### config.mk
export PLATFORM = sky130hd
export DESIGN_NAME = light_window_stats_lux_core_flat
export DESIGN_NICKNAME = d
export VERILOG_FILES = /design/src/rtl/core/lws_pkg.sv /design/src/rtl/core/lws_if.sv /design/src/rtl/core/lws_cfg.sv /design/src/rtl/core/lws_front.sv /design/src/rtl/core/lws_queue.sv /design/src/rtl/core/lws_back.sv /design/src/rtl/core/light_window_stats_lux_core.sv /design/src/flat_wrapper.sv
export SDC_FILE = /design/constraint.sdc
export NUM_CORES = 2
export LEC_CHECK = 0
export BUFFER_PORTS_ARGS = -buffer_cell sky130_fd_sc_hd__buf_2
export CAP_MARGIN = 20
export CORE_MARGIN = 2
export CORE_UTILIZATION = 60
export CTS_BUF_LIST = sky130_fd_sc_hd__clkbuf_4 sky130_fd_sc_hd__clkbuf_8
export DETAILED_ROUTE_END_ITERATION = 8
export GPL_TIMING_DRIVEN = 0
export HOLD_SLACK_MARGIN = 0.02
export PLACE_DENSITY_LB_ADDON = 0.12
export REMOVE_ABC_BUFFERS = 1
export SLEW_MARGIN = 20
export SYNTH_ARGS = -nofsm -noshare
export SYNTH_HDL_FRONTEND = slang
export SYNTH_SLANG_ARGS = --single-unit
### constraint.sdc
create_clock -name clk -period 30 [get_ports clk]
set_input_delay 6 -clock clk [delete_from_list [all_inputs] [get_ports clk]]
set_output_delay 6 -clock clk [all_outputs]
set_load 0.01 [all_outputs]
### src/rtl/core/lws_pkg.sv
// ----------------------------------------------------------------------------
// lws_pkg
// Shared types and constants of the windowed light statistics core.
// ----------------------------------------------------------------------------
`default_nettype none

package lws_pkg;

    // Fixed widths of the channel fields.
    localparam int FIELD_BITS     = 16;
    localparam int CFG_INDEX_BITS = 3;
    localparam int CFG_DATA_BITS  = 16;

    // Defaults of the top level parameters.
    localparam int SAMPLE_BITS_DEF = 16;
    localparam int WINDOW_MAX_DEF  = 255;

    // Depth of the job queue between front and back.
    localparam int QUEUE_DEPTH = 2;

    // Register reset values.
    localparam logic [7:0]         SAMPLE_COUNT_RST = 8'd1;
    localparam logic signed [15:0] IR_SCALE_RST     = 16'sd256;
    localparam logic [15:0]        VIS_SCALE_RST    = 16'd256;

    // Upper saturation value of unsigned lux.
    localparam logic [15:0] LUX_MAX = 16'hFFFF;

    typedef enum logic [CFG_INDEX_BITS-1:0] {
        REG_SAMPLE_COUNT   = 3'd0,
        REG_STREAMING_MODE = 3'd1,
        REG_IR_DARK        = 3'd2,
        REG_VIS_DARK       = 3'd3,
        REG_IR_SCALE       = 3'd4,
        REG_VIS_SCALE      = 3'd5
    } reg_index_t;

    typedef struct packed {
        logic [7:0]         sample_count;
        logic               streaming_mode;
        logic [15:0]        ir_dark;
        logic [15:0]        vis_dark;
        logic signed [15:0] ir_scale;
        logic [15:0]        vis_scale;
    } cfg_t;

endpackage

`default_nettype wire

### src/rtl/core/lws_if.sv
// ----------------------------------------------------------------------------
// lws_if
// Handshake channels of the light statistics core: samples in, results out,
// and the register write channel.
// ----------------------------------------------------------------------------
`default_nettype none

interface lws_sample_if;
    logic                            valid;
    logic                            ready;
    logic [lws_pkg::FIELD_BITS-1:0]  vis_raw;
    logic [lws_pkg::FIELD_BITS-1:0]  ir_raw;
    logic [lws_pkg::FIELD_BITS-1:0]  uv_raw;

    modport source (output valid, output vis_raw, output ir_raw, output uv_raw, input ready);
    modport sink   (input valid, input vis_raw, input ir_raw, input uv_raw, output ready);
endinterface

interface lws_result_if;
    logic                                  valid;
    logic                                  ready;
    logic signed [lws_pkg::FIELD_BITS-1:0] avg_ir_lux;
    logic [lws_pkg::FIELD_BITS-1:0]        avg_vis_lux;
    logic [lws_pkg::FIELD_BITS-1:0]        avg_uv;
    logic signed [lws_pkg::FIELD_BITS-1:0] min_ir_lux;
    logic [lws_pkg::FIELD_BITS-1:0]        min_vis_lux;
    logic [lws_pkg::FIELD_BITS-1:0]        min_uv;
    logic signed [lws_pkg::FIELD_BITS-1:0] max_ir_lux;
    logic [lws_pkg::FIELD_BITS-1:0]        max_vis_lux;
    logic [lws_pkg::FIELD_BITS-1:0]        max_uv;

    modport source (
        output valid, output avg_ir_lux, output avg_vis_lux, output avg_uv,
        output min_ir_lux, output min_vis_lux, output min_uv,
        output max_ir_lux, output max_vis_lux, output max_uv,
        input ready
    );
    modport sink (
        input valid, input avg_ir_lux, input avg_vis_lux, input avg_uv,
        input min_ir_lux, input min_vis_lux, input min_uv,
        input max_ir_lux, input max_vis_lux, input max_uv,
        output ready
    );
endinterface

interface lws_cfg_if;
    logic                                valid;
    logic                                ready;
    logic [lws_pkg::CFG_INDEX_BITS-1:0]  index;
    logic [lws_pkg::CFG_DATA_BITS-1:0]   data;

    modport source (output valid, output index, output data, input ready);
    modport sink   (input valid, input index, input data, output ready);
endinterface

`default_nettype wire

### src/rtl/core/lws_cfg.sv
// ----------------------------------------------------------------------------
// lws_cfg
// Register file: decodes register writes, derives the effective window
// length and flags a window restart after a count or mode write.
// ----------------------------------------------------------------------------
`default_nettype none

module lws_cfg #(
    parameter int   WINDOW_MAX = lws_pkg::WINDOW_MAX_DEF,
    localparam int  WIN_BITS   = $clog2(WINDOW_MAX + 1)
) (
    input  wire logic                clk,
    input  wire logic                rst_n,
    lws_cfg_if.sink                  cfg,
    output lws_pkg::cfg_t            cfg_q,
    output logic [WIN_BITS-1:0]      win_len,
    output logic                     restart
);

    localparam logic [7:0] WMAX8 = 8'(WINDOW_MAX);

    lws_pkg::cfg_t cfg_reg;
    logic          restart_reg;
    logic          wr;

    assign cfg.ready = 1'b1;
    assign wr        = cfg.valid && cfg.ready;
    assign cfg_q     = cfg_reg;
    assign restart   = restart_reg;

    always_comb
    begin
        if (cfg_reg.sample_count == 8'd0)
        begin
            win_len = WIN_BITS'(1);
        end
        else if (cfg_reg.sample_count > WMAX8)
        begin
            win_len = WIN_BITS'(WINDOW_MAX);
        end
        else
        begin
            win_len = cfg_reg.sample_count[WIN_BITS-1:0];
        end
    end

    always_ff @(posedge clk or negedge rst_n)
    begin
        if (!rst_n)
        begin
            cfg_reg.sample_count   <= lws_pkg::SAMPLE_COUNT_RST;
            cfg_reg.streaming_mode <= 1'b0;
            cfg_reg.ir_dark        <= 16'd0;
            cfg_reg.vis_dark       <= 16'd0;
            cfg_reg.ir_scale       <= lws_pkg::IR_SCALE_RST;
            cfg_reg.vis_scale      <= lws_pkg::VIS_SCALE_RST;
            restart_reg            <= 1'b0;
        end
        else
        begin
            // A count or mode write drops the window that is being collected.
            restart_reg <= wr && ((cfg.index == lws_pkg::REG_SAMPLE_COUNT)
                                  || (cfg.index == lws_pkg::REG_STREAMING_MODE));
            if (wr)
            begin
                case (cfg.index)
                    lws_pkg::REG_SAMPLE_COUNT:
                    begin
                        cfg_reg.sample_count <= cfg.data[7:0];
                    end
                    lws_pkg::REG_STREAMING_MODE:
                    begin
                        cfg_reg.streaming_mode <= cfg.data[0];
                    end
                    lws_pkg::REG_IR_DARK:
                    begin
                        cfg_reg.ir_dark <= cfg.data;
                    end
                    lws_pkg::REG_VIS_DARK:
                    begin
                        cfg_reg.vis_dark <= cfg.data;
                    end
                    lws_pkg::REG_IR_SCALE:
                    begin
                        cfg_reg.ir_scale <= $signed(cfg.data);
                    end
                    lws_pkg::REG_VIS_SCALE:
                    begin
                        cfg_reg.vis_scale <= cfg.data;
                    end
                    default:
                    begin
                    end
                endcase
            end
        end
    end

endmodule

`default_nettype wire

### src/rtl/core/lws_front.sv
// ----------------------------------------------------------------------------
// lws_front
// Sample intake: keeps per-channel sums, minima and maxima over the window
// and hands a finished window, or a single streamed sample, to the queue.
// ----------------------------------------------------------------------------
`default_nettype none

module lws_front #(
    parameter int   SAMPLE_BITS = lws_pkg::SAMPLE_BITS_DEF,
    parameter int   WINDOW_MAX  = lws_pkg::WINDOW_MAX_DEF,
    localparam int  WIN_BITS    = $clog2(WINDOW_MAX + 1),
    localparam int  SUM_BITS    = SAMPLE_BITS + WIN_BITS,
    localparam int  LO_OFS      = 3 * SUM_BITS,
    localparam int  HI_OFS      = LO_OFS + 3 * SAMPLE_BITS,
    localparam int  DIV_OFS     = HI_OFS + 3 * SAMPLE_BITS,
    localparam int  JOB_BITS    = DIV_OFS + WIN_BITS
) (
    input  wire logic                 clk,
    input  wire logic                 rst_n,
    lws_sample_if.sink                samples,
    input  wire lws_pkg::cfg_t        cfg_q,
    input  wire logic [WIN_BITS-1:0]  win_len,
    input  wire logic                 restart,
    input  wire logic                 q_full,
    output logic                      push,
    output logic [JOB_BITS-1:0]       push_data
);

    // Channel order in all arrays: visible, infrared, UV.
    logic [SUM_BITS-1:0]    sum_reg [3];
    logic [SAMPLE_BITS-1:0] lo_reg  [3];
    logic [SAMPLE_BITS-1:0] hi_reg  [3];
    logic [WIN_BITS-1:0]    left_reg;

    logic [SAMPLE_BITS-1:0] smp     [3];
    logic [SUM_BITS-1:0]    sum_acc [3];
    logic [SAMPLE_BITS-1:0] lo_acc  [3];
    logic [SAMPLE_BITS-1:0] hi_acc  [3];
    logic                   last;
    logic                   accept;

    always_comb
    begin
        smp[0] = samples.vis_raw[SAMPLE_BITS-1:0];
        smp[1] = samples.ir_raw[SAMPLE_BITS-1:0];
        smp[2] = samples.uv_raw[SAMPLE_BITS-1:0];
        for (int c = 0; c < 3; c++)
        begin
            sum_acc[c] = sum_reg[c] + SUM_BITS'(smp[c]);
            lo_acc[c]  = (smp[c] < lo_reg[c]) ? smp[c] : lo_reg[c];
            hi_acc[c]  = (smp[c] > hi_reg[c]) ? smp[c] : hi_reg[c];
        end
    end

    assign last = (left_reg == WIN_BITS'(1));

    // A beat that only accumulates needs no queue slot.
    assign samples.ready = !restart && (!q_full || (!cfg_q.streaming_mode && !last));
    assign accept        = samples.valid && samples.ready;
    assign push          = accept && (cfg_q.streaming_mode || last);

    always_comb
    begin
        push_data = '0;
        for (int c = 0; c < 3; c++)
        begin
            if (cfg_q.streaming_mode)
            begin
                push_data[c*SUM_BITS +: SUM_BITS]                 = SUM_BITS'(smp[c]);
                push_data[LO_OFS + c*SAMPLE_BITS +: SAMPLE_BITS]  = smp[c];
                push_data[HI_OFS + c*SAMPLE_BITS +: SAMPLE_BITS]  = smp[c];
            end
            else
            begin
                push_data[c*SUM_BITS +: SUM_BITS]                 = sum_acc[c];
                push_data[LO_OFS + c*SAMPLE_BITS +: SAMPLE_BITS]  = lo_acc[c];
                push_data[HI_OFS + c*SAMPLE_BITS +: SAMPLE_BITS]  = hi_acc[c];
            end
        end
        push_data[DIV_OFS +: WIN_BITS] = cfg_q.streaming_mode ? WIN_BITS'(1) : win_len;
    end

    always_ff @(posedge clk or negedge rst_n)
    begin
        if (!rst_n)
        begin
            left_reg <= WIN_BITS'(1);
            for (int c = 0; c < 3; c++)
            begin
                sum_reg[c] <= '0;
                lo_reg[c]  <= '1;
                hi_reg[c]  <= '0;
            end
        end
        else if (restart || (accept && !cfg_q.streaming_mode && last))
        begin
            left_reg <= win_len;
            for (int c = 0; c < 3; c++)
            begin
                sum_reg[c] <= '0;
                lo_reg[c]  <= '1;
                hi_reg[c]  <= '0;
            end
        end
        else if (accept && !cfg_q.streaming_mode)
        begin
            left_reg <= left_reg - WIN_BITS'(1);
            for (int c = 0; c < 3; c++)
            begin
                sum_reg[c] <= sum_acc[c];
                lo_reg[c]  <= lo_acc[c];
                hi_reg[c]  <= hi_acc[c];
            end
        end
    end

    a_push_has_room: assert property (@(posedge clk) disable iff (!rst_n)
        push |-> !q_full)
        else $error("window result pushed into a full queue");

    a_left_nonzero: assert property (@(posedge clk) disable iff (!rst_n)
        left_reg != '0)
        else $error("window sample counter reached zero");

endmodule

`default_nettype wire

### src/rtl/core/lws_queue.sv
// ----------------------------------------------------------------------------
// lws_queue
// Short job queue that decouples sample intake from the result engine.
// ----------------------------------------------------------------------------
`default_nettype none

module lws_queue #(
    parameter int   DATA_BITS = 8,
    parameter int   DEPTH     = lws_pkg::QUEUE_DEPTH,
    localparam int  PTR_BITS  = (DEPTH > 1) ? $clog2(DEPTH) : 1,
    localparam int  CNT_BITS  = $clog2(DEPTH + 1)
) (
    input  wire logic                  clk,
    input  wire logic                  rst_n,
    input  wire logic                  push,
    input  wire logic [DATA_BITS-1:0]  push_data,
    input  wire logic                  pop,
    output logic [DATA_BITS-1:0]       pop_data,
    output logic                       full,
    output logic                       empty
);

    logic [DATA_BITS-1:0] mem [DEPTH];
    logic [PTR_BITS-1:0]  wr_ptr_reg;
    logic [PTR_BITS-1:0]  rd_ptr_reg;
    logic [CNT_BITS-1:0]  count_reg;

    assign full     = (count_reg == CNT_BITS'(DEPTH));
    assign empty    = (count_reg == '0);
    assign pop_data = mem[rd_ptr_reg];

    always_ff @(posedge clk)
    begin
        if (push)
        begin
            mem[wr_ptr_reg] <= push_data;
        end
    end

    always_ff @(posedge clk or negedge rst_n)
    begin
        if (!rst_n)
        begin
            wr_ptr_reg <= '0;
            rd_ptr_reg <= '0;
            count_reg  <= '0;
        end
        else
        begin
            if (push)
            begin
                wr_ptr_reg <= (wr_ptr_reg == PTR_BITS'(DEPTH - 1)) ? '0
                                                                   : wr_ptr_reg + PTR_BITS'(1);
            end
            if (pop)
            begin
                rd_ptr_reg <= (rd_ptr_reg == PTR_BITS'(DEPTH - 1)) ? '0
                                                                   : rd_ptr_reg + PTR_BITS'(1);
            end
            if (push && !pop)
            begin
                count_reg <= count_reg + CNT_BITS'(1);
            end
            else if (pop && !push)
            begin
                count_reg <= count_reg - CNT_BITS'(1);
            end
        end
    end

endmodule

`default_nettype wire

### src/rtl/core/lws_back.sv
// ----------------------------------------------------------------------------
// lws_back
// Result engine: divides the window sums bit by bit, converts averages and
// extremes to lux on one shared multiplier and holds the result beat.
// ----------------------------------------------------------------------------
`default_nettype none

module lws_back #(
    parameter int   SAMPLE_BITS = lws_pkg::SAMPLE_BITS_DEF,
    parameter int   WINDOW_MAX  = lws_pkg::WINDOW_MAX_DEF,
    localparam int  WIN_BITS    = $clog2(WINDOW_MAX + 1),
    localparam int  SUM_BITS    = SAMPLE_BITS + WIN_BITS,
    localparam int  LO_OFS      = 3 * SUM_BITS,
    localparam int  HI_OFS      = LO_OFS + 3 * SAMPLE_BITS,
    localparam int  DIV_OFS     = HI_OFS + 3 * SAMPLE_BITS,
    localparam int  JOB_BITS    = DIV_OFS + WIN_BITS,
    localparam int  CNT_BITS    = $clog2(SUM_BITS)
) (
    input  wire logic                 clk,
    input  wire logic                 rst_n,
    input  wire logic                 q_empty,
    output logic                      pop,
    input  wire logic [JOB_BITS-1:0]  pop_data,
    input  wire lws_pkg::cfg_t        cfg_q,
    lws_result_if.source              results
);

    typedef enum logic [3:0] {
        ST_IDLE = 4'b0001,
        ST_DIV  = 4'b0010,
        ST_LUX  = 4'b0100,
        ST_DONE = 4'b1000
    } back_state_t;

    // Six multiplies (infrared then visible for average, min, max) plus a final
    // step to drain the product register.
    localparam logic [2:0] LUX_LAST = 3'd6;

    back_state_t            state_reg;
    logic [CNT_BITS-1:0]    cnt_reg;
    logic [2:0]             step_reg;

    logic [SUM_BITS-1:0]    quo_reg [3];
    logic [WIN_BITS-1:0]    rem_reg [3];
    logic [WIN_BITS-1:0]    div_reg;
    logic [SAMPLE_BITS-1:0] lo_reg  [3];
    logic [SAMPLE_BITS-1:0] hi_reg  [3];
    logic signed [33:0]     prod_reg;
    logic signed [15:0]     ir_lux_reg  [3];
    logic [15:0]            vis_lux_reg [3];

    logic [SUM_BITS-1:0]    quo_step [3];
    logic [WIN_BITS-1:0]    rem_step [3];

    logic [1:0]             mul_t;
    logic                   mul_vis;
    logic [15:0]            raw_vis;
    logic [15:0]            raw_ir;
    logic [15:0]            raw;
    logic [15:0]            dark;
    logic [15:0]            diff;
    logic signed [16:0]     mul_a;
    logic signed [16:0]     mul_b;
    logic signed [33:0]     mul_out;

    logic [2:0]             post_idx;
    logic [1:0]             post_t;
    logic                   post_vis;
    logic signed [33:0]     p_adj;
    logic signed [25:0]     p_sh;
    logic signed [15:0]     ir_res;
    logic [15:0]            v_sat;
    logic signed [17:0]     v_sum;
    logic [15:0]            vis_res;

    assign pop = (state_reg == ST_IDLE) && !q_empty;

    // One restoring division step per channel.
    always_comb
    begin
        logic [WIN_BITS:0] trial;
        for (int c = 0; c < 3; c++)
        begin
            trial = {rem_reg[c], quo_reg[c][SUM_BITS-1]};
            if (trial >= {1'b0, div_reg})
            begin
                rem_step[c] = WIN_BITS'(trial - {1'b0, div_reg});
                quo_step[c] = {quo_reg[c][SUM_BITS-2:0], 1'b1};
            end
            else
            begin
                rem_step[c] = trial[WIN_BITS-1:0];
                quo_step[c] = {quo_reg[c][SUM_BITS-2:0], 1'b0};
            end
        end
    end

    // Operand selection and the shared multiplier.
    assign mul_t   = step_reg[2:1];
    assign mul_vis = step_reg[0];

    always_comb
    begin
        case (mul_t)
            2'd0:
            begin
                raw_vis = 16'(quo_reg[0][SAMPLE_BITS-1:0]);
                raw_ir  = 16'(quo_reg[1][SAMPLE_BITS-1:0]);
            end
            2'd1:
            begin
                raw_vis = 16'(lo_reg[0]);
                raw_ir  = 16'(lo_reg[1]);
            end
            default:
            begin
                raw_vis = 16'(hi_reg[0]);
                raw_ir  = 16'(hi_reg[1]);
            end
        endcase
    end

    assign raw     = mul_vis ? raw_vis : raw_ir;
    assign dark    = mul_vis ? cfg_q.vis_dark : cfg_q.ir_dark;
    assign diff    = (raw > dark) ? (raw - dark) : 16'd0;
    assign mul_a   = $signed({1'b0, diff});
    assign mul_b   = mul_vis ? $signed({1'b0, cfg_q.vis_scale})
                             : $signed({cfg_q.ir_scale[15], cfg_q.ir_scale});
    assign mul_out = mul_a * mul_b;

    // Scaling and saturation of the product from the previous step.
    assign post_idx = step_reg - 3'd1;
    assign post_t   = post_idx[2:1];
    assign post_vis = post_idx[0];

    always_comb
    begin
        // Bias negative products so the shift truncates toward zero.
        p_adj = prod_reg + (prod_reg[33] ? 34'sd255 : 34'sd0);
        p_sh  = p_adj[33:8];
        if (p_sh > 26'sd32767)
        begin
            ir_res = 16'sh7FFF;
        end
        else if (p_sh < -26'sd32768)
        begin
            ir_res = 16'sh8000;
        end
        else
        begin
            ir_res = p_sh[15:0];
        end

        v_sat = (|prod_reg[31:24]) ? lws_pkg::LUX_MAX : prod_reg[23:8];
        v_sum = $signed({2'b00, v_sat})
              + $signed({{2{ir_lux_reg[post_t][15]}}, ir_lux_reg[post_t]});
        if (v_sum[17])
        begin
            vis_res = 16'd0;
        end
        else if (v_sum[16])
        begin
            vis_res = lws_pkg::LUX_MAX;
        end
        else
        begin
            vis_res = v_sum[15:0];
        end
    end

    always_ff @(posedge clk or negedge rst_n)
    begin
        if (!rst_n)
        begin
            state_reg <= ST_IDLE;
            cnt_reg   <= '0;
            step_reg  <= '0;
        end
        else
        begin
            case (state_reg)
                ST_IDLE:
                begin
                    if (pop)
                    begin
                        state_reg <= ST_DIV;
                        cnt_reg   <= CNT_BITS'(SUM_BITS - 1);
                    end
                end
                ST_DIV:
                begin
                    cnt_reg <= cnt_reg - CNT_BITS'(1);
                    if (cnt_reg == '0)
                    begin
                        state_reg <= ST_LUX;
                        step_reg  <= '0;
                    end
                end
                ST_LUX:
                begin
                    step_reg <= step_reg + 3'd1;
                    if (step_reg == LUX_LAST)
                    begin
                        state_reg <= ST_DONE;
                    end
                end
                ST_DONE:
                begin
                    if (results.ready)
                    begin
                        state_reg <= ST_IDLE;
                    end
                end
                default:
                begin
                    state_reg <= ST_IDLE;
                end
            endcase
        end
    end

    always_ff @(posedge clk)
    begin
        if (pop)
        begin
            div_reg <= pop_data[DIV_OFS +: WIN_BITS];
            for (int c = 0; c < 3; c++)
            begin
                quo_reg[c] <= pop_data[c*SUM_BITS +: SUM_BITS];
                rem_reg[c] <= '0;
                lo_reg[c]  <= pop_data[LO_OFS + c*SAMPLE_BITS +: SAMPLE_BITS];
                hi_reg[c]  <= pop_data[HI_OFS + c*SAMPLE_BITS +: SAMPLE_BITS];
            end
        end
        else if (state_reg == ST_DIV)
        begin
            for (int c = 0; c < 3; c++)
            begin
                quo_reg[c] <= quo_step[c];
                rem_reg[c] <= rem_step[c];
            end
        end

        if (state_reg == ST_LUX)
        begin
            if (step_reg != LUX_LAST)
            begin
                prod_reg <= mul_out;
            end
            if (step_reg != 3'd0)
            begin
                if (post_vis)
                begin
                    vis_lux_reg[post_t] <= vis_res;
                end
                else
                begin
                    ir_lux_reg[post_t] <= ir_res;
                end
            end
        end
    end

    assign results.valid       = (state_reg == ST_DONE);
    assign results.avg_ir_lux  = ir_lux_reg[0];
    assign results.avg_vis_lux = vis_lux_reg[0];
    assign results.avg_uv      = 16'(quo_reg[2][SAMPLE_BITS-1:0]);
    assign results.min_ir_lux  = ir_lux_reg[1];
    assign results.min_vis_lux = vis_lux_reg[1];
    assign results.min_uv      = 16'(lo_reg[2]);
    assign results.max_ir_lux  = ir_lux_reg[2];
    assign results.max_vis_lux = vis_lux_reg[2];
    assign results.max_uv      = 16'(hi_reg[2]);

    a_divisor_nonzero: assert property (@(posedge clk) disable iff (!rst_n)
        (state_reg == ST_DIV) |-> (div_reg != '0))
        else $error("window division started with a zero divisor");

    a_lux_step_range: assert property (@(posedge clk) disable iff (!rst_n)
        (state_reg == ST_LUX) |-> (step_reg <= LUX_LAST))
        else $error("lux sequencer ran past its last step");

    a_lux_ends_in_result: assert property (@(posedge clk) disable iff (!rst_n)
        ((state_reg == ST_LUX) && (step_reg == LUX_LAST)) |=> results.valid)
        else $error("lux sequence finished without presenting a result");

endmodule

`default_nettype wire

### src/rtl/core/light_window_stats_lux_core.sv
// ----------------------------------------------------------------------------
// light_window_stats_lux_core
// Windowed average, minimum and maximum of visible, infrared and UV readings
// with dark offset removal and lux scaling.
// ----------------------------------------------------------------------------
//  Channel   Direction  Beat contents
//  cfg       in         register index, 16-bit write data
//  samples   in         vis_raw, ir_raw, uv_raw
//  results   out        avg/min/max of ir lux, vis lux and uv
//
//  A sample beat is taken on its handshake; the front accumulates it at once.
//  A finished window or streamed sample is popped as a job, divided one
//  quotient bit a cycle, converted to lux on the shared multiplier and held
//  as a result beat; the back pops no new job until that beat is taken.
//  A two-entry job queue lets the front keep taking beats while the back is
//  busy or a result waits; the front stalls only when a result-producing
//  beat finds the queue full, and in the cycle after a count or mode write.
//  Reset restores settings, control state, an empty window; no clearing pass.
// ----------------------------------------------------------------------------
`default_nettype none

module light_window_stats_lux_core #(
    parameter int SAMPLE_BITS = lws_pkg::SAMPLE_BITS_DEF,
    parameter int WINDOW_MAX  = lws_pkg::WINDOW_MAX_DEF
) (
    input  wire logic     clk,
    input  wire logic     rst_n,
    lws_cfg_if.sink       cfg,
    lws_sample_if.sink    samples,
    lws_result_if.source  results
);

    localparam int WIN_BITS = $clog2(WINDOW_MAX + 1);
    localparam int SUM_BITS = SAMPLE_BITS + WIN_BITS;
    localparam int JOB_BITS = 3 * SUM_BITS + 6 * SAMPLE_BITS + WIN_BITS;

    lws_pkg::cfg_t         cfg_q;
    logic [WIN_BITS-1:0]   win_len;
    logic                  restart;
    logic                  push;
    logic [JOB_BITS-1:0]   push_data;
    logic                  pop;
    logic [JOB_BITS-1:0]   pop_data;
    logic                  q_full;
    logic                  q_empty;

    lws_cfg #(
        .WINDOW_MAX (WINDOW_MAX)
    ) u_cfg (
        .clk     (clk),
        .rst_n   (rst_n),
        .cfg     (cfg),
        .cfg_q   (cfg_q),
        .win_len (win_len),
        .restart (restart)
    );

    lws_front #(
        .SAMPLE_BITS (SAMPLE_BITS),
        .WINDOW_MAX  (WINDOW_MAX)
    ) u_front (
        .clk       (clk),
        .rst_n     (rst_n),
        .samples   (samples),
        .cfg_q     (cfg_q),
        .win_len   (win_len),
        .restart   (restart),
        .q_full    (q_full),
        .push      (push),
        .push_data (push_data)
    );

    lws_queue #(
        .DATA_BITS (JOB_BITS),
        .DEPTH     (lws_pkg::QUEUE_DEPTH)
    ) u_queue (
        .clk       (clk),
        .rst_n     (rst_n),
        .push      (push),
        .push_data (push_data),
        .pop       (pop),
        .pop_data  (pop_data),
        .full      (q_full),
        .empty     (q_empty)
    );

    lws_back #(
        .SAMPLE_BITS (SAMPLE_BITS),
        .WINDOW_MAX  (WINDOW_MAX)
    ) u_back (
        .clk      (clk),
        .rst_n    (rst_n),
        .q_empty  (q_empty),
        .pop      (pop),
        .pop_data (pop_data),
        .cfg_q    (cfg_q),
        .results  (results)
    );

endmodule

`default_nettype wire

### src/flat_wrapper.sv
// flat-port wrapper written by rule: the top's interface ports become plain ports
module light_window_stats_lux_core_flat 
#(
    parameter int SAMPLE_BITS = lws_pkg::SAMPLE_BITS_DEF,
    parameter int WINDOW_MAX  = lws_pkg::WINDOW_MAX_DEF
)
  (clk, rst_n, cfg_valid, cfg_index, cfg_data, cfg_ready, samples_valid, samples_vis_raw, samples_ir_raw, samples_uv_raw, samples_ready, results_valid, results_avg_ir_lux, results_avg_vis_lux, results_avg_uv, results_min_ir_lux, results_min_vis_lux, results_min_uv, results_max_ir_lux, results_max_vis_lux, results_max_uv, results_ready);
  lws_cfg_if cfg_i ();
  lws_sample_if samples_i ();
  lws_result_if results_i ();
  input  wire logic clk;
  input  wire logic rst_n;
  input wire logic [$bits(cfg_i.valid)-1:0] cfg_valid;
  input wire logic [$bits(cfg_i.index)-1:0] cfg_index;
  input wire logic [$bits(cfg_i.data)-1:0] cfg_data;
  output wire logic [$bits(cfg_i.ready)-1:0] cfg_ready;
  input wire logic [$bits(samples_i.valid)-1:0] samples_valid;
  input wire logic [$bits(samples_i.vis_raw)-1:0] samples_vis_raw;
  input wire logic [$bits(samples_i.ir_raw)-1:0] samples_ir_raw;
  input wire logic [$bits(samples_i.uv_raw)-1:0] samples_uv_raw;
  output wire logic [$bits(samples_i.ready)-1:0] samples_ready;
  output wire logic [$bits(results_i.valid)-1:0] results_valid;
  output wire logic [$bits(results_i.avg_ir_lux)-1:0] results_avg_ir_lux;
  output wire logic [$bits(results_i.avg_vis_lux)-1:0] results_avg_vis_lux;
  output wire logic [$bits(results_i.avg_uv)-1:0] results_avg_uv;
  output wire logic [$bits(results_i.min_ir_lux)-1:0] results_min_ir_lux;
  output wire logic [$bits(results_i.min_vis_lux)-1:0] results_min_vis_lux;
  output wire logic [$bits(results_i.min_uv)-1:0] results_min_uv;
  output wire logic [$bits(results_i.max_ir_lux)-1:0] results_max_ir_lux;
  output wire logic [$bits(results_i.max_vis_lux)-1:0] results_max_vis_lux;
  output wire logic [$bits(results_i.max_uv)-1:0] results_max_uv;
  input wire logic [$bits(results_i.ready)-1:0] results_ready;
  assign cfg_i.valid = cfg_valid;
  assign cfg_i.index = cfg_index;
  assign cfg_i.data = cfg_data;
  assign cfg_ready = cfg_i.ready;
  assign samples_i.valid = samples_valid;
  assign samples_i.vis_raw = samples_vis_raw;
  assign samples_i.ir_raw = samples_ir_raw;
  assign samples_i.uv_raw = samples_uv_raw;
  assign samples_ready = samples_i.ready;
  assign results_valid = results_i.valid;
  assign results_avg_ir_lux = results_i.avg_ir_lux;
  assign results_avg_vis_lux = results_i.avg_vis_lux;
  assign results_avg_uv = results_i.avg_uv;
  assign results_min_ir_lux = results_i.min_ir_lux;
  assign results_min_vis_lux = results_i.min_vis_lux;
  assign results_min_uv = results_i.min_uv;
  assign results_max_ir_lux = results_i.max_ir_lux;
  assign results_max_vis_lux = results_i.max_vis_lux;
  assign results_max_uv = results_i.max_uv;
  assign results_i.ready = results_ready;
  light_window_stats_lux_core #(.SAMPLE_BITS(SAMPLE_BITS), .WINDOW_MAX(WINDOW_MAX)) u_core (.clk(clk), .rst_n(rst_n), .cfg(cfg_i), .samples(samples_i), .results(results_i));
endmodule
Word level (Yosys, flattened, before mapping):

Memory sizes are Yosys's and may differ from the RTL's.
Cells that the tools add are included.

* add/subtract/negate cells: 17
* $mul: 1
* magnitude comparators: 13
* equality and inequality tests: 18
* muxes and demuxes: 78
* bitwise logic cells: 6
* reductions and logical operators: 42

Operators by type and width (count)
* 2-to-1 mux 16 bit: 20
* 2-to-1 mux 48 bit: 4
* 2-to-1 mux 24 bit: 6
* 2-to-1 mux 72 bit: 2
* 2-to-1 mux 8 bit: 12
* adder 24 x 16 -> 24 bit: 3
* > comparator 16 bit: 4
* one-hot mux 16 bit (2 select lines): 2
* < comparator 16 bit: 3
* adder 34 x 9 -> 34 bit: 1
* multiplier 17 x 17 -> 34 bit: 1
* greater-or-equal comparator 9 x 8 -> 1 bit: 3
* > comparator 26 x 16 -> 1 bit, second input constant: 1
* < comparator 26 x 16 -> 1 bit, second input constant: 1
* subtractor 8 bit: 3
* 2-to-1 mux 1 bit: 20
* adder 17 x 16 -> 18 bit: 1
* AND reduction 2 bit: 9
* 2-to-1 mux 17 bit: 1
* 2-to-1 mux 4 bit: 4
* one-hot mux 4 bit (4 select lines): 1
* subtractor 16 bit: 1
* logical AND 1 bit: 10
* one-hot mux 5 bit (2 select lines): 1
* 36 further kinds: 61

* register bits after elaboration: 308
* RAM bits: 640
* bits of input ports: 72
* output and inout port bits: 147
* logic and storage cells: 207
* memories: 7

Memory list
* u_core.u_queue.mem: words 2, bits a word 176, rd ports 1, clocked after memory_dff 0, write ports 1, RTL line lws_queue.sv:23 `logic [DATA_BITS-1:0] mem [DEPTH];`
* u_core.u_back.quo_reg: words 3, bits a word 24, rd ports 3, clocked after memory_dff 0, write ports 3, RTL line lws_back.sv:43 `logic [SUM_BITS-1:0] quo_reg [3];`
* u_core.u_back.hi_reg: words 3, bits a word 16, rd ports 3, clocked after memory_dff 0, write ports 3, RTL line lws_back.sv:47 `logic [SAMPLE_BITS-1:0] hi_reg [3];`
* u_core.u_back.ir_lux_reg: words 3, bits a word 16, rd ports 4, clocked after memory_dff 0, write ports 1, RTL line lws_back.sv:49 `logic signed [15:0] ir_lux_reg [3];`
* u_core.u_back.lo_reg: words 3, bits a word 16, rd ports 3, clocked after memory_dff 0, write ports 3, RTL line lws_back.sv:46 `logic [SAMPLE_BITS-1:0] lo_reg [3];`
* u_core.u_back.vis_lux_reg: words 3, bits a word 16, rd ports 3, clocked after memory_dff 0, write ports 1, RTL line lws_back.sv:50 `logic [15:0] vis_lux_reg [3];`
* +1 memories

Longest topological paths before layout:

* depth in word-level cells: 11
* gate-level depth with buffers: 41

By module:

A second synthesis with hierarchy kept.

* cell total of the unflattened synthesis: 4737
* area, all modules: 57326.2 µm²

By module, submodules not included
* lws_back: times used 1, cells an instance 2516, area each 27191.1 µm²
* lws_front: times used 1, cells an instance 1484, area each 13731.9 µm²
* lws_queue: times used 1, cells an instance 564, area each 13426.6 µm²
* lws_cfg: times used 1, cells an instance 173, area each 2976.6 µm²

Worst setup path before layout:

Ideal clock, no wire load.

* kind: in2reg
* from: input samples_valid
* to: memory u_core.u_queue.mem[0][0] (netlist bit), enable pin
* arrival: 18018 ps
* slack: 11053 ps
* cell stages on the path: 2
* cell sequence: o311ai_2 -> nor3_1

* cells in the longest elaborated chain, start to end: 4

Ends and longest elaborated chain
* start: declaration: RTL line flat_wrapper.sv:17 `input wire logic [$bits(samples_i.valid)-1:0] samples_valid;`
* logical AND 1 bit: RTL line lws_front.sv:59 `assign accept = samples.valid && samples.ready;`
* logical AND 1 bit: RTL line lws_front.sv:60 `assign push = accept && (cfg_q.streaming_mode || last);`
* 2-to-1 mux 1 bit: RTL line lws_queue.sv:34 `if (push)`
* 2-to-1 mux 1 bit (implied by the code): RTL line lws_queue.sv:36 `mem[wr_ptr_reg] <= push_data;`
* end: declaration: RTL line lws_queue.sv:23

Every way passes these cells.

Worst setup path in the final report:

* from: register u_core.u_back.step_reg[1]
* to: register u_core.u_back.prod_reg[32] (data pin)

* cells in the longest elaborated chain, start to end: 6
* elaborated cells between the ends (all ways): 9
* those cells by class: add/sub (1); mul (1); order compare (1); eq/ne (1); mux (4); reduce/logical (1)

Ends and longest elaborated chain
* start: declaration: RTL line lws_back.sv:41 `logic [2:0] step_reg;`
* start signal: assignment: RTL line lws_back.sv:201 `step_reg <= step_reg + 3'd1;`
* equality test 2 x 1 -> 1 bit or logical NOT 2 bit (tied branches): RTL line lws_back.sv:104 `case (mul_t)`
* one-hot mux 16 bit (2 select lines): RTL line lws_back.sv:104
* 2-to-1 mux 16 bit (*): RTL line lws_back.sv:123 `assign raw = mul_vis ? raw_vis : raw_ir;`
* subtractor 16 bit or > comparator 16 bit (tied branches): RTL line lws_back.sv:125 `assign diff = (raw > dark) ? (raw - dark) : 16'd0;`
* 2-to-1 mux 16 bit (*): RTL line lws_back.sv:125
* multiplier 17 x 17 -> 34 bit (*): RTL line lws_back.sv:129 `assign mul_out = mul_a * mul_b;`
* named net u_core.u_back.mul_out[32]: RTL line lws_back.sv:64 `logic signed [33:0] mul_out;`
* end signal: assignment: RTL line lws_back.sv:248 `prod_reg <= mul_out;`
* end: declaration: RTL line lws_back.sv:48 `logic signed [33:0] prod_reg;`

The timed path passes the listed nets; every way through them passes the cells marked *.
A chain may end at the register's enable or synchronous reset.

==> results_dict.tcl <==
set metrics [dict create \
    largest_register "u_core.u_queue.mem" \
    finalHoldViolCount 0 \
    gp_congestion 0.917 \
    grt_pass1_wl_um 206000 \
    ys_ff_latch 964 \
    finalSetupViolations 0 \
    gr-max-usage-layer "met2" \
    core_um2 91800 \
    fin_setup_tns_ns 0 \
    path_class "reg -> reg" \
    start_util_pct 60.6 \
    synth_top_area_share_pct 37.7 \
    startpoint_type "flip-flop" \
    critPathTopFamily "compound AO/OA/AOI/OAI gates" \
    hold_path_class "reg -> reg" \
    fill_cells 6845 \
    synthAdderAreaFrac_pct 15.4 \
    setup_ws_ns 18.90 \
    fmax_mhz 90.1 \
    dp_slack_ns 18.99 \
    placed_area_um2 58800 \
    largest_reg_flops 352 \
    dpl.hpwl_um 94900 \
    syn_area_per_cell_um2 12.0 \
    pin_count 219 \
    synth_edf_count 698 \
    worst_pin_slew_ns 1.14 \
    globalRouteMet2Util_pct 46.2 \
    multi_input_area_um2 25500 \
    fin_skew_ns 0.0422 \
    final_nets 5521 \
    grtUsageTotal_pct 27.9 \
    avgRoutedWirePerCell_um 20.9 \
    post-route-period-util_pct 37.0 \
    drtAntennaViolNets 0 \
    root_buffer "clkbuf_8" \
    slew_headroom_pct 21.6 \
    dieArea_um2 95200 \
    drive_above_1_share_pct 21.5 \
    cts-buffers-inserted 160 \
    grt_max_degree 90 \
    synth_top_area_cell "edfxtp_1" \
    insertion_delay_ns 0.87 \
    synth_top_family_by_area "adder cells" \
    synth-xor-area-share_pct 2.33 \
    worst-path-buf-inv 4 \
    grt_overflow 0 \
    syn_area_um2 55700 \
    fin_crit_ns 11.10 \
    yosysUniqueCellTypes 84 \
    hold_ws_ns 0.463 \
    synthSimpleGateAreaFrac_pct 8.42 \
    synthCells 4635 \
    crit_path_frequent_cell "fa_1" \
    cpPeakStageDelay_ns 0.71 \
    postCtsSetupRepairBufs 0 \
    drcViolationCount 0 \
    cts_buffer_depth 3 \
    worstPathMaxFanout 24 \
    cts_hold_buf 0 \
    first_pass_iters 6 \
    drt-total-wl_um 131000 \
    required_ns 30.58 \
    synthMuxAreaShare_pct 9.73 \
    crit_path_top_delay_cell "a21oi_2" \
    drv_slew 0 \
    cts-resized-gates 0 \
    grtUsageMet1_pct 37.0 \
    drt_iter0_markers 2826 \
    seq_area_frac_synth_pct 49.7 \
    cts_tree "yes" \
    clkTransAtPathRegs_ns 0.06 \
    async_reset_ff_share_pct 27.6 \
    grt_util_met3_pct 4.91 \
    synthFlopType "edfxtp_1" \
    synth_compound_area_share_pct 9.36 \
    rsz0062_at_grt "no" \
    rows 111 \
    port_buffers 217 \
    cp.arrival_ns 11.68 \
    antenna_found_initial 12 \
    cts.sink_count 964 \
    htreeDepth 4 \
    grt_pass1_vias 36800 \
    vias 36700 \
    end_kind "flip-flop" \
    yosysWarnings 0 \
    fp.dieW_um 309 \
    synth_area_leaders "edfxtp_1 (38%), dfrtp_1 (9.6%), fa_1 (7.8%)" \
    area_growth_pct 11.7 \
    status "finished, final reports clean" \
    vias_per_cell 5.85 \
    die_h_um 309 \
    cap_violations 0 \
    seq_area_um2 27700 \
    finish.instance_area_um2 62200 \
]
layout make-up:
class | instances | share of cell area (%)
flip-flops and latches | 964 | 44.6
multi-input cells | 2997 | 41.0
clock buffers | 250 | 4.78
repair buffers | 318 | 3.76
inverters | 451 | 2.73
well taps | 1243 | 2.50
clock inverters | 50 | 0.680
diodes | 7 | 0.0282
through the flow:
step,std cells,util (%)
finish,6280,67.7
global route,6278,67.7
CTS,6273,67.7
detailed placement,5973,64.0
global placement,5872,62.3
floorplan,4412,-
placed cells by master (no fill, tap or decap), drive strengths merged, types with 16 or more instances in the layout:
cell / Yosys / routed
xnor2: 87 / 87
ha: 340 / 340
clkbuf: 125 / 250
nand2b: 56 / 56
mux2: 324 / 324
nand3: 61 / 61
o31ai: 26 / 26
or3: 17 / 17
inv: 451 / 459
nor2: 286 / 286
a21o: 52 / 52
dfrtp: 213 / 213
o22a: 52 / 52
mux4: 30 / 30
nor2b: 41 / 41
o21a: 36 / 36
a22oi: 18 / 18
and3: 34 / 34
edfxtp: 698 / 698
mux2i: 109 / 109
xor2: 61 / 61
clkinv: 0 / 35
dfstp: 53 / 53
o21ai: 275 / 275
nor3: 50 / 50
nand2: 380 / 380
a22o: 43 / 43
a21oi: 159 / 159
nand4: 33 / 33
and2: 16 / 16
a31oi: 19 / 19
fa: 217 / 217
buf: 98 / 318
worst reg2reg max path: cells and delay by family (launching register included):
family | cells | cell delay (ns)
compound gates | 14 | 4.54
xor+xnor | 1 | 0.09
fa+ha+maj | 9 | 4.07
buf+inv | 4 | 0.23
flops | 1 | 0.63
mux | 1 | 0.14
simple gates | 4 | 1.16
cells by family (layout without fill, tap and decap cells):
group,after synthesis,after routing
and+or+nand+nor,1025,1025
DFF,964,964
AOI/OAI and AO/OA,803,803
buffers and inverters,674,1069
adders and majority gates,557,557
muxes,463,463
xor gates and xnor gates,148,148
other,1,8
final timing paths:
| path | start | endpoint | slack [ns] | depth (start not counted) |
|---|---|---|---|---|
| max | u_core.u_back.step_reg[1]$_DFFE_PN0P_ | u_core.u_back.prod_reg[32]$_DFFE_PP_ | 18.90 | 33 |
| max in group asynchronous | rst_n | u_core.u_back.step_reg[2]$_DFFE_PN0P_ | 24.04 | 2 |
| min in group asynchronous | rst_n | u_core.u_front.sum_reg[33]$_DFFE_PN0P_ | 5.07 | 1 |
| min | u_core.u_queue.count_reg[1]$_DFFE_PN0P_ | u_core.u_back.state_reg[0]$_DFFE_PN1P_ | 0.46 | 1 |
| min reg2reg | u_core.u_queue.count_reg[1]$_DFFE_PN0P_ | u_core.u_back.state_reg[0]$_DFFE_PN1P_ | 0.46 | 1 |
| max reg2reg | u_core.u_back.step_reg[1]$_DFFE_PN0P_ | u_core.u_back.prod_reg[32]$_DFFE_PP_ | 18.90 | 33 |
layer usage:
metal	vias up	wire length [µm]	share of wire, %
li1	17000	-	-
met1	18300	56000	43
met2	1093	63700	48
met5	-	54	0.041
met3	259	7060	5.4
met4	8	4630	3.5
synthesized netlist by cell type, drive strengths merged (36+ instances only):
cell type  instances
a21oi            159
nor2             286
mux2i            109
buf               98
dfrtp            213
a22o              43
nand2            380
clkbuf           125
xor2              61
nand3             61
fa               217
xnor2             87
nor2b             41
nand2b            56
edfxtp           698
o21a              36
o21ai            275
nor3              50
mux2             324
a21o              52
inv              451
dfstp             53
o22a              52
ha               340
Power is not shown: default switching activity piles up to over one toggle a cycle in this logic, so the estimate is an artifact.
